<file path="src/sv/ffha_pkg.sv">
package ffha_pkg;
  localparam int MaxBlocksDef = 64;
  localparam int HeaderBytesDef = 16;
  localparam int HeapBytesDef = 4194304;
  localparam logic [31:0] HeapBaseRst = 32'h0010_0000;
  localparam logic [24:0] TotalBytesRst = 25'h100_0000;

  localparam logic [2:0] ST_OK = 3'd0;
  localparam logic [2:0] ST_ZERO = 3'd1;
  localparam logic [2:0] ST_NOFIT = 3'd2;
  localparam logic [2:0] ST_NULL = 3'd3;
  localparam logic [2:0] ST_DOUBLE = 3'd4;
  localparam logic [2:0] ST_UNKNOWN = 3'd5;

  localparam logic OP_ALLOC = 1'b0;
  localparam logic OP_FREE = 1'b1;

  localparam logic CFG_HEAP_BASE = 1'b0;
  localparam logic CFG_TOTAL = 1'b1;

  typedef struct packed {
    logic [2:0] status;
    logic [31:0] granted_address;
    logic [24:0] used_bytes;
    logic [24:0] free_bytes;
    logic [6:0] block_count;
  } result_t;
endpackage

</file>
<file path="src/sv/first_fit_heap_allocator_top.sv">
// channel | dir | payload
// in_     | in  | tdata {release_address, request_bytes}, tuser opcode
// out_    | out | tdata {block_count, free_bytes, used_bytes, granted_address, status}
// cfg_    | in  | index 0 heap_base, 1 total_bytes
// an item walks the table entries, moves entries one at a time for a split
// or merge and compares neighbor pairs in the merge pass; the registered-read
// table memory sets the pace of each of these steps.
// in_tready is low while an item is at work or a register write is offered;
// a waiting result holds the finish of the next item and any register write.
// reset rst_n is synchronous; no clearing pass is needed.
module first_fit_heap_allocator_top #(
  parameter int MAX_BLOCKS = ffha_pkg::MaxBlocksDef,
  parameter int HEADER_BYTES = ffha_pkg::HeaderBytesDef,
  parameter int HEAP_BYTES = ffha_pkg::HeapBytesDef
) (
  input  logic clk,
  input  logic rst_n,
  input  logic in_tvalid,
  output logic in_tready,
  input  logic [63:0] in_tdata,   // request_bytes, release_address
  input  logic in_tuser,          // opcode
  output logic out_tvalid,
  input  logic out_tready,
  output logic [95:0] out_tdata,  // status, granted_address, used_bytes, free_bytes, block_count
  input  logic cfg_valid,
  output logic cfg_ready,
  input  logic cfg_index,
  input  logic [31:0] cfg_data
);
  import ffha_pkg::*;
  localparam int AW = $clog2(MAX_BLOCKS);
  localparam int CW = AW + 1;
  localparam int SW = $clog2(HEAP_BYTES);

  typedef enum logic [8:0] {
    S_IDLE = 9'b000000001, S_SCAN = 9'b000000010, S_SCHK = 9'b000000100,
    S_SHUP = 9'b000001000, S_SPLT = 9'b000010000, S_MRGR = 9'b000100000,
    S_MRGC = 9'b001000000, S_SHDN = 9'b010000000, S_DONE = 9'b100000000
  } state_t;

  state_t st_r;
  logic [31:0] heap_base_r;
  logic [24:0] used_r, free_r;
  logic [CW-1:0] cnt_r;
  logic op_r;
  logic [32:0] need_r;
  logic [31:0] rnd_r, addr_r, off_r;
  logic [CW-1:0] i_r, j_r;
  logic [SW-1:0] cur_size_r;
  logic cur_free_r;
  logic out_valid_r;
  logic [2:0] wk_status_r;
  logic [31:0] wk_addr_r;
  result_t res_r;

  logic wen_r;
  logic [AW-1:0] waddr_r;
  logic [SW-1:0] wsize_r;
  logic wfree_r;
  logic [1:0] ph_r;

  logic [AW-1:0] rd_addr, wr_addr;
  logic [SW-1:0] rd_size, wr_size;
  logic rd_free, wr_free, wr_en;

  ffha_table #(.MAX_BLOCKS(MAX_BLOCKS), .HEAP_BYTES(HEAP_BYTES),
               .HEADER_BYTES(HEADER_BYTES)) u_table (
    .clk, .rst_n, .rd_addr, .rd_size, .rd_free,
    .wr_en, .wr_addr, .wr_size, .wr_free);

  logic [32:0] rnd_w;
  assign rnd_w = ({1'b0, in_tdata[31:0]} + 33'd7) & ~33'd7;
  assign in_tready = (st_r == S_IDLE) && !cfg_valid;
  assign cfg_ready = (st_r == S_IDLE) && !out_valid_r;
  assign out_tvalid = out_valid_r;
  assign out_tdata = {{(96 - $bits(result_t)){1'b0}}, res_r.block_count, res_r.free_bytes,
                      res_r.used_bytes, res_r.granted_address, res_r.status};

  logic [31:0] blk_bytes;
  assign blk_bytes = 32'(cur_size_r) + 32'(HEADER_BYTES);

  // memory read issued a cycle ahead, data in the following state
  always_comb begin
    unique case (st_r)
      S_SHUP: rd_addr = AW'(j_r - 1'b1);
      S_MRGC, S_SHDN: rd_addr = AW'(j_r);
      default: rd_addr = i_r[AW-1:0];
    endcase
  end

  // writes driven from registered sequencer outputs
  assign wr_en = wen_r;
  assign wr_addr = waddr_r;
  assign wr_size = wsize_r;
  assign wr_free = wfree_r;

  always_ff @(posedge clk) begin
    if (!rst_n) begin
      st_r <= S_IDLE;
      heap_base_r <= HeapBaseRst;
      used_r <= '0;
      free_r <= TotalBytesRst;
      cnt_r <= CW'(1);
      out_valid_r <= 1'b0;
      wen_r <= 1'b0;
      ph_r <= '0;
    end else begin
      wen_r <= 1'b0;
      if (st_r == S_DONE && (!out_valid_r || out_tready)) out_valid_r <= 1'b1;
      else if (out_tready) out_valid_r <= 1'b0;
      unique case (st_r)
        S_IDLE: begin
          if (cfg_valid && cfg_ready) begin
            if (cfg_index == CFG_HEAP_BASE) heap_base_r <= cfg_data;
            else free_r <= cfg_data[24:0];
          end else if (in_tvalid && in_tready) begin
            op_r <= in_tuser;
            rnd_r <= rnd_w[31:0];
            need_r <= rnd_w + 33'(HEADER_BYTES);
            addr_r <= in_tdata[63:32];
            off_r <= heap_base_r;
            i_r <= '0;
            wk_addr_r <= '0;
            wk_status_r <= ST_OK;
            ph_r <= '0;
            if (in_tuser == OP_ALLOC) begin
              if (in_tdata[31:0] == '0) begin
                wk_status_r <= ST_ZERO; st_r <= S_DONE;
              end else if (rnd_w[32] || cnt_r >= CW'(MAX_BLOCKS)) begin
                wk_status_r <= ST_NOFIT; st_r <= S_DONE;
              end else st_r <= S_SCAN;
            end else if (in_tdata[63:32] == '0) begin
              wk_status_r <= ST_NULL; st_r <= S_DONE;
            end else st_r <= S_SCAN;
          end
        end
        S_SCAN: st_r <= S_SCHK;  // read of entry i in flight
        S_SCHK: begin
          cur_size_r <= rd_size;
          cur_free_r <= rd_free;
          if (ph_r == 2'd0) ph_r <= 2'd1;
          else begin
            ph_r <= 2'd0;
            if (op_r == OP_ALLOC) begin
              if (cur_free_r && 33'(cur_size_r) >= need_r) begin
                j_r <= cnt_r;
                st_r <= S_SHUP;
              end else if (i_r + 1'b1 >= cnt_r) begin
                wk_status_r <= ST_NOFIT; st_r <= S_DONE;
              end else begin
                off_r <= off_r + blk_bytes; i_r <= i_r + 1'b1; st_r <= S_SCAN;
              end
            end else begin
              if (off_r + 32'(HEADER_BYTES) == addr_r) begin
                if (cur_free_r) begin
                  wk_status_r <= ST_DOUBLE; st_r <= S_DONE;
                end else begin
                  used_r <= used_r - 25'(blk_bytes);
                  free_r <= free_r + 25'(blk_bytes);
                  wen_r <= 1'b1; waddr_r <= i_r[AW-1:0];
                  wsize_r <= cur_size_r; wfree_r <= 1'b1;
                  i_r <= '0; st_r <= S_MRGR;
                end
              end else if (i_r + 1'b1 >= cnt_r) begin
                wk_status_r <= ST_UNKNOWN; st_r <= S_DONE;
              end else begin
                off_r <= off_r + blk_bytes; i_r <= i_r + 1'b1; st_r <= S_SCAN;
              end
            end
          end
        end
        S_SHUP: begin
          // move entry j-1 to j while j > i+1
          if (ph_r == 2'd0) begin
            if (j_r > i_r + 1'b1) ph_r <= 2'd1;
            else st_r <= S_SPLT;
          end else if (ph_r == 2'd1) ph_r <= 2'd2;
          else begin
            wen_r <= 1'b1; waddr_r <= AW'(j_r);
            wsize_r <= rd_size; wfree_r <= rd_free;
            j_r <= j_r - 1'b1; ph_r <= 2'd0;
          end
        end
        S_SPLT: begin
          if (ph_r == 2'd0) begin
            wen_r <= 1'b1; waddr_r <= AW'(i_r + 1'b1);
            wsize_r <= cur_size_r - SW'(rnd_r) - SW'(HEADER_BYTES);
            wfree_r <= 1'b1; ph_r <= 2'd1; st_r <= S_SPLT;
          end else begin
            wen_r <= 1'b1; waddr_r <= i_r[AW-1:0];
            wsize_r <= SW'(rnd_r); wfree_r <= 1'b0;
            cnt_r <= cnt_r + 1'b1;
            used_r <= used_r + 25'(rnd_r) + 25'(HEADER_BYTES);
            free_r <= free_r - 25'(rnd_r) - 25'(HEADER_BYTES);
            wk_addr_r <= off_r + 32'(HEADER_BYTES);
            st_r <= S_DONE;
          end
        end
        S_MRGR: begin
          // set up compare of entries i and i+1
          if (i_r + 1'b1 >= cnt_r) st_r <= S_DONE;
          else begin
            j_r <= i_r; ph_r <= 2'd0; st_r <= S_MRGC;
          end
        end
        S_MRGC: begin
          unique case (ph_r)
            2'd0: ph_r <= 2'd1;
            2'd1: begin
              cur_size_r <= rd_size; cur_free_r <= rd_free;
              j_r <= i_r + 1'b1; ph_r <= 2'd2;
            end
            2'd2: ph_r <= 2'd3;
            default: begin
              if (cur_free_r && rd_free) begin
                wen_r <= 1'b1; waddr_r <= i_r[AW-1:0];
                wsize_r <= cur_size_r + rd_size + SW'(HEADER_BYTES);
                wfree_r <= 1'b1;
                j_r <= i_r + 2'd2; ph_r <= 2'd0; st_r <= S_SHDN;
              end else begin
                i_r <= i_r + 1'b1; st_r <= S_MRGR;
              end
            end
          endcase
        end
        S_SHDN: begin
          // move entry j to j-1 for j < cnt
          if (ph_r == 2'd0) begin
            if (j_r < cnt_r) ph_r <= 2'd1;
            else begin
              cnt_r <= cnt_r - 1'b1; st_r <= S_MRGR;
            end
          end else if (ph_r == 2'd1) ph_r <= 2'd2;
          else begin
            wen_r <= 1'b1; waddr_r <= AW'(j_r - 1'b1);
            wsize_r <= rd_size; wfree_r <= rd_free;
            j_r <= j_r + 1'b1; ph_r <= 2'd0;
          end
        end
        S_DONE: begin
          // hold here while the previous result is still offered
          if (!out_valid_r || out_tready) begin
            res_r.status <= wk_status_r;
            res_r.granted_address <= wk_addr_r;
            res_r.used_bytes <= used_r;
            res_r.free_bytes <= free_r;
            res_r.block_count <= 7'(cnt_r);
            st_r <= S_IDLE;
          end
        end
        default: st_r <= S_IDLE;
      endcase
    end
  end

  assert property (@(posedge clk) disable iff (!rst_n) $onehot(st_r))
    else $error("state not one-hot");
  assert property (@(posedge clk) disable iff (!rst_n)
    (st_r == S_DONE) |=> out_valid_r)
    else $error("result lost");
  assert property (@(posedge clk) disable iff (!rst_n)
    cnt_r != '0 && cnt_r <= CW'(MAX_BLOCKS))
    else $error("block count out of range");
  assert property (@(posedge clk) disable iff (!rst_n)
    (out_valid_r && !out_tready) |=> (out_valid_r && $stable(res_r)))
    else $error("waiting result changed");
endmodule

</file>
<file path="src/sv/ffha_table.sv">
module ffha_table #(
  parameter int MAX_BLOCKS = ffha_pkg::MaxBlocksDef,
  parameter int HEAP_BYTES = ffha_pkg::HeapBytesDef,
  parameter int HEADER_BYTES = ffha_pkg::HeaderBytesDef,
  localparam int AW = $clog2(MAX_BLOCKS),
  localparam int SW = $clog2(HEAP_BYTES)
) (
  input  logic clk,
  input  logic rst_n,
  input  logic [AW-1:0] rd_addr,
  output logic [SW-1:0] rd_size,
  output logic rd_free,
  input  logic wr_en,
  input  logic [AW-1:0] wr_addr,
  input  logic [SW-1:0] wr_size,
  input  logic wr_free
);
  import ffha_pkg::*;
  logic [SW-1:0] size_mem [MAX_BLOCKS];
  logic free_mem [MAX_BLOCKS];
  logic [SW-1:0] rd_size_r;
  logic rd_free_r;
  logic e0_wr_r;
  logic rd_zero_r;

  // entry 0 reads as the reset block until first written
  always_ff @(posedge clk) begin
    if (wr_en) begin
      size_mem[wr_addr] <= wr_size;
      free_mem[wr_addr] <= wr_free;
    end
    rd_size_r <= size_mem[rd_addr];
    rd_free_r <= free_mem[rd_addr];
    rd_zero_r <= (rd_addr == '0);
  end

  always_ff @(posedge clk) begin
    if (!rst_n) begin
      e0_wr_r <= 1'b0;
    end else if (wr_en && wr_addr == '0) begin
      e0_wr_r <= 1'b1;
    end
  end

  assign rd_size = (rd_zero_r && !e0_wr_r) ? SW'(HEAP_BYTES - HEADER_BYTES) : rd_size_r;
  assign rd_free = (rd_zero_r && !e0_wr_r) ? 1'b1 : rd_free_r;
endmodule

</file>
<file path="config.mk">
export PLATFORM = sky130hd
export DESIGN_NAME = first_fit_heap_allocator_top
export DESIGN_NICKNAME = d
export VERILOG_FILES = /design/src/sv/ffha_pkg.sv /design/src/sv/first_fit_heap_allocator_top.sv /design/src/sv/ffha_table.sv
export SDC_FILE = /design/constraint.sdc
export NUM_CORES = 2
export LEC_CHECK = 0
export BUFFER_PORTS_ARGS = -buffer_cell sky130_fd_sc_hd__buf_2
export CAP_MARGIN = 30
export CORE_MARGIN = 3
export CORE_UTILIZATION = 45
export DETAILED_ROUTE_END_ITERATION = 8
export PLACE_DENSITY = 0.71
export SLEW_MARGIN = 20
export SYNTH_ARGS = -nofsm -noshare
export SYNTH_HDL_FRONTEND = slang
export SYNTH_SLANG_ARGS = --single-unit
</file>
<file path="constraint.sdc">
create_clock -name clk -period 16.15 [get_ports clk]
set_input_delay 3.23 -clock clk [delete_from_list [all_inputs] [get_ports clk]]
set_output_delay 3.23 -clock clk [all_outputs]
set_load 0.01 [all_outputs]
</file>
# Word level (Yosys, flattened, before mapping)
# Memories as Yosys holds them, arrays and structs flattened. A register that Yosys moved wholly into a read port is not among the register bits.
# Index checks and enable logic that the tools add are counted.
# word_totals
reg_bits	417
latch_bits	0
mem_bits_rw	1472
mem_bits_ro	0
inputBits	103
output_inout_bits	99
wordCells	314
n_memories	2
# memory_table
name	words	width	rd	rd_ports_with_merged_regs	write_ports	line	text
u_table.size_mem	64	22	1	1	1	ffha_table.sv:19	logic [SW-1:0] size_mem [MAX_BLOCKS];
u_table.free_mem	64	1	1	1	1	ffha_table.sv:20	logic free_mem [MAX_BLOCKS];
# op_classes
addsub	21
multipliers	0
div_mod_pow	0
order_cmp	5
eq_ne	51
n_shift	0
n_mux	153
n_bitwise	2
reduce_logical	51
# ops
operator	n
$mux 32	10
$mux 25	12
$mux 22	11
$mux 9	20
$mux 7	22
$pmux 32 s2	2
$pmux 22 s4	1
$pmux 9 s9	1
$pmux 25 s3	1
$mux 6	11
$logic_not 32->1	2
$ne 2x2->1 const B	26
$pmux 25 s2	1
$pmux 22 s2	1
$pmux 7 s5	1
$add 32x3->33 const B	1
$add 33x5->33 const B	1
$ge 22x33->1	1
$add 32x23->32	1
$add 32x5->32 const B	1
$eq 32x32->1	1
$mux 3	10
$pmux 6 s5	1
$pmux 7 s2	2
65 further kinds	142

# Longest topological paths before layout
# logic_depth
ltp_word	8
mapped_depth	18
mapped_depth_nobuf	18

# Cells and area by module
# A second synthesis with hierarchy kept.
# hier_totals
cells_unflattened	5956
hier_area_um2	86725.7
# by_module_without_submodules
module	n_inst	cells_per_inst	area_per_inst_um2	seq_area_each_um2
ffha_table	1	2787	57523.9	44702.9
first_fit_heap_allocator_top	1	3169	29201.8	11320.9

# Worst setup path after synthesis
# OpenSTA, ideal clock, no wires.
# synth_path
path_kind	in2reg
start	in rst_n
end	reg addr_r[0], enable pin
setup_ns	0.742
arrival_ns	11.496
required_ns	15.408
setup_slack_ns	3.912
stages	3
n_path_buf	1
cell_sequence	inv_1 clkbuf_1 nor4_1
# synth_between
elab_chain_len	1
# synth_lines
element	line	text
start: declaration	first_fit_heap_allocator_top.sv:17	input logic rst_n,
$reduce_and 4->1 (no source line)	-	
end signal: assignment	first_fit_heap_allocator_top.sv:120	addr_r <= in_tdata[63:32];
end: declaration	first_fit_heap_allocator_top.sv:47	logic [31:0] rnd_r, addr_r, off_r;
# No other way between the ends.
# A chain may end at the register's enable or synchronous reset.

# Worst setup path in the final report
# layout_path
start	reg st_r[0]
end	reg u_table.rd_size_r[16], read port of u_table.size_mem
# layout_between
elab_chain_len	3
elab_cells_between_ends	5
cone_classes	eq/ne: 3; mux: 1; reduce/logical: 1
# layout_lines
element	line	text
start: declaration	first_fit_heap_allocator_top.sv:41	state_t st_r;
start signal: assignment	first_fit_heap_allocator_top.sv:99	st_r <= S_IDLE;
start signal: assignment	first_fit_heap_allocator_top.sv:128	wk_status_r <= ST_ZERO; st_r <= S_DONE;
start signal: assignment	first_fit_heap_allocator_top.sv:130	wk_status_r <= ST_NOFIT; st_r <= S_DONE;
$eq 9x8->1 / $eq 9x7->1 (equally long branches)	first_fit_heap_allocator_top.sv:84	unique case (st_r)
$reduce_or 2->1	first_fit_heap_allocator_top.sv:84	
$pmux 6 s2 *	first_fit_heap_allocator_top.sv:84	
end: declaration	ffha_table.sv:21	logic [SW-1:0] rd_size_r;
# Every way passes the cells marked *; elsewhere a longest branch is shown, timed or not.

==> results.json <==
{
  "required_ps": 16910,
  "synth-edff-count": 1781,
  "rsz0062_at_grt": "false",
  "cp_max_fo": 92,
  "ys.flop_type": "edfxtp_1",
  "power_density_nw_per_um2": 134,
  "crit_buf_inv": 2,
  "cts-resized-gates": 0,
  "tns_ps": 0,
  "p_leak_nw": 33.8,
  "syn_area_um2": 88100,
  "drtIter0Drc": 7525,
  "route.detailed.drc": 0,
  "vias": 61288,
  "period_needed_ps": 7040,
  "root_buffer": "clkbuf_16",
  "crit_family": "simple AND/OR/NAND/NOR gates",
  "place_congestion": 0.921,
  "dieArea_um2": 201000,
  "final_area_um2": 98500,
  "drv_slew": 0,
  "synth_seq_area_share_pct": 63.6,
  "skew_ps": 59.8,
  "cts_max_path_buffers": 3,
  "synth.area.top_cells": "edfxtp_1 (61%), nand2_1 (4.9%), ha_1 (4.1%)",
  "clk_pin_slew_worst_paths_ps": 60,
  "first_global_vias": 57827,
  "postCtsHoldBufs": 0,
  "postRouteAntennaNets": 0,
  "postCtsSetupBuffers": 0,
  "status": "completed",
  "final_cells": 10162,
  "fin_crit_sh_pct": 43.6,
  "cts_inserted_buffers": 187,
  "post_route_cells_drive_above_1_share_pct": 10.0,
  "start_util_pct": 45.5,
  "dp_slack_ps": 9210,
  "hold_viol_final": 0,
  "grt-ovfl-total": 0,
  "final_util_pct": 50.9,
  "crit_path_end_kind": "flop",
  "slew_headroom_pct": 28.5,
  "tritoncts": "yes",
  "layout.nets": 7795,
  "via_per_inst": 6.03,
  "row_count": 161,
  "coreArea_um2": 194000,
  "hold_slack_ps": 406,
  "netlist_instances": 7305,
  "arrival_ps": 7800,
  "synth-seq-cells": 1908,
  "cts_htree_levels": 4,
  "post_dp_cell_area_um2": 92300,
  "setup_viol": 0,
  "drv_cap": 0,
  "grt_max_degree": 200,
  "clock_latency_ps": 870,
  "critPathMaxStageDelay_ps": 840,
  "finalWorstSetupSlack_ps": 9110,
  "dp_hpwl_mm": 156,
  "p_total_mw": 13.2,
  "die_h_um": 448,
  "crit_type": "flop to flop",
  "min_path_type": "flop to flop",
  "slowest_stage": "buf_4",
  "io_pins": 202,
  "fmax_mhz": 142,
  "synth_top_area_cell": "edfxtp_1",
  "yosysTopAreaCellShare_pct": 60.7,
  "io_buffers": 197,
  "postSynth.asyncResetShare_pct": 0,
  "cts_sinks": 1908,
  "dp.cells": 9806,
  "ir_drop_uv": 131,
  "worstMarginPinSlew_ps": 1070,
  "grt_pass1_wl_mm": 371,
  "grt_antenna_before_repair": 15,
  "routed_wl_mm": 253,
  "worst_setup_path_start_kind": "flop",
  "drt-pass1-iter-count": 6,
  "synth_cell_types": 92,
  "syn2layout_area_growth_pct": 11.9,
  "yosys_warnings": 0,
  "cp_cell_sequence": "nor4_2 -> nand4_1 -> nor2_1 -> a221o_4 -> buf_4 -> buf_4 -> and2_1 -> a211oi_1 -> a311oi_1 -> nor3_1 -> nor3_1 -> a21oi_1 -> o21ai_1",
  "avgSynthCellArea_um2": 12.1,
  "wire_per_inst_um": 24.9,
  "die_w_um": 448,
  "grt_use_total_pct": 24.5
}
cells in the mapped netlist, types with 33 or more instances:
cell,number
xor2_1,86
buf_2,44
nand2_1,1150
inv_1,227
a21o_1,65
a211oi_1,346
and2_1,281
nand3_1,112
a21oi_1,421
dfxtp_1,127
nor3_1,151
nor2_1,311
xnor2_1,179
nor2b_1,33
a311oi_1,195
and3_1,40
o21ai_0,211
clkbuf_1,367
edfxtp_1,1781
ha_1,292
nand2b_1,57
a2111oi_0,54
nand4_1,35
and2_0,62
a31oi_1,170
path summary, 6_finish.rpt:
check        slack (ps)  cells after the start          from               endpoint
max                9110                     13       st_r[0]  u_table.rd_size_r[16]
min                 410                      0  wk_addr_r[8]          out_tdata[11]
max reg2reg        9110                     13       st_r[0]  u_table.rd_size_r[16]
min reg2reg         410                      0  wk_addr_r[8]          out_tdata[11]
power by group:
| part | internal [mW] | total (mW) | switching, mW |
|---|---|---|---|
| Combinational | 1.08 | 3.20 | 2.12 |
| Clock | 2.38 | 4.29 | 1.91 |
| Sequential | 5.50 | 5.71 | 0.206 |
| Total | 8.96 | 13.2 | 4.23 |
flip-flops by register name, summed over array words and instances, names as in the netlist, 22 cells and up:
register           flops
u_table.rd_size_r     22
need_r                29
rnd_r                 22
used_r                25
free_r                25
off_r                 32
heap_base_r           32
wk_addr_r             32
addr_r                32
wr_size               22
u_table.size_mem    1408
out_tdata             92
u_table.free_mem      64
cur_size_r            22
per-layer routing:
metal,GRT usage (%),vias up,routed length (um)
met5,0,-,24
met4,10.0,4,10800
met3,4.64,477,24600
met2,39.1,3127,117000
met1,33.1,30114,100000
li1,-,27566,-
worst reg2reg max path, stage by stage (launching register included):
cell,delay [ps]
dfxtp_1,380
nor4_2,590
nand4_1,780
nor2_1,590
a221o_4,710
buf_4,870
buf_4,800
and2_1,380
a211oi_1,50
a311oi_1,350
nor3_1,130
nor3_1,720
a21oi_1,370
o21ai_1,250
cells in the final DEF, fill, tap and decap left out, drive strengths merged, types with 16 or more instances in the layout:
cell	Yosys	final
a2111oi	54	54
a211oi	362	362
a21o	65	65
a21oi	422	422
a221oi	28	28
a22oi	21	21
a311oi	195	195
a31oi	170	170
and2	343	343
and3	40	40
buf	88	350
clkbuf	367	251
clkinv	1	71
dfxtp	127	127
edfxtp	1781	1781
ha	292	292
inv	227	233
nand2	1150	1150
nand2b	57	57
nand3	117	117
nand4	36	36
nor2	313	313
nor2b	33	33
nor3	151	151
nor4	32	32
o211ai	26	26
o21a	32	32
o21ai	236	236
o21bai	16	16
o311a	16	16
o31ai	17	17
or3	25	25
xnor2	179	179
xor2	86	86
layout make-up:
type	instances	area [um^2]
multi-input combinational	4717	29800
tap	2608	3260
fill	16291	95100
inverter	228	857
timing repair buffer	352	2510
clock inverter	93	971
antenna	5	12.5
clock buffer	251	5060
sequential	1908	56000
kinds of logic after synthesis:
family	count (synthesis)	synth area share, %
simple gates	2357	12.4
flops	1908	63.6
mux	16	0.185
buf+inv	683	3.07
xor+xnor	265	2.64
other cells	1	0.00426
compound gates	1777	13.8
fa+ha+maj	298	4.29
Note: power is estimated with default switching activity, not from simulation.
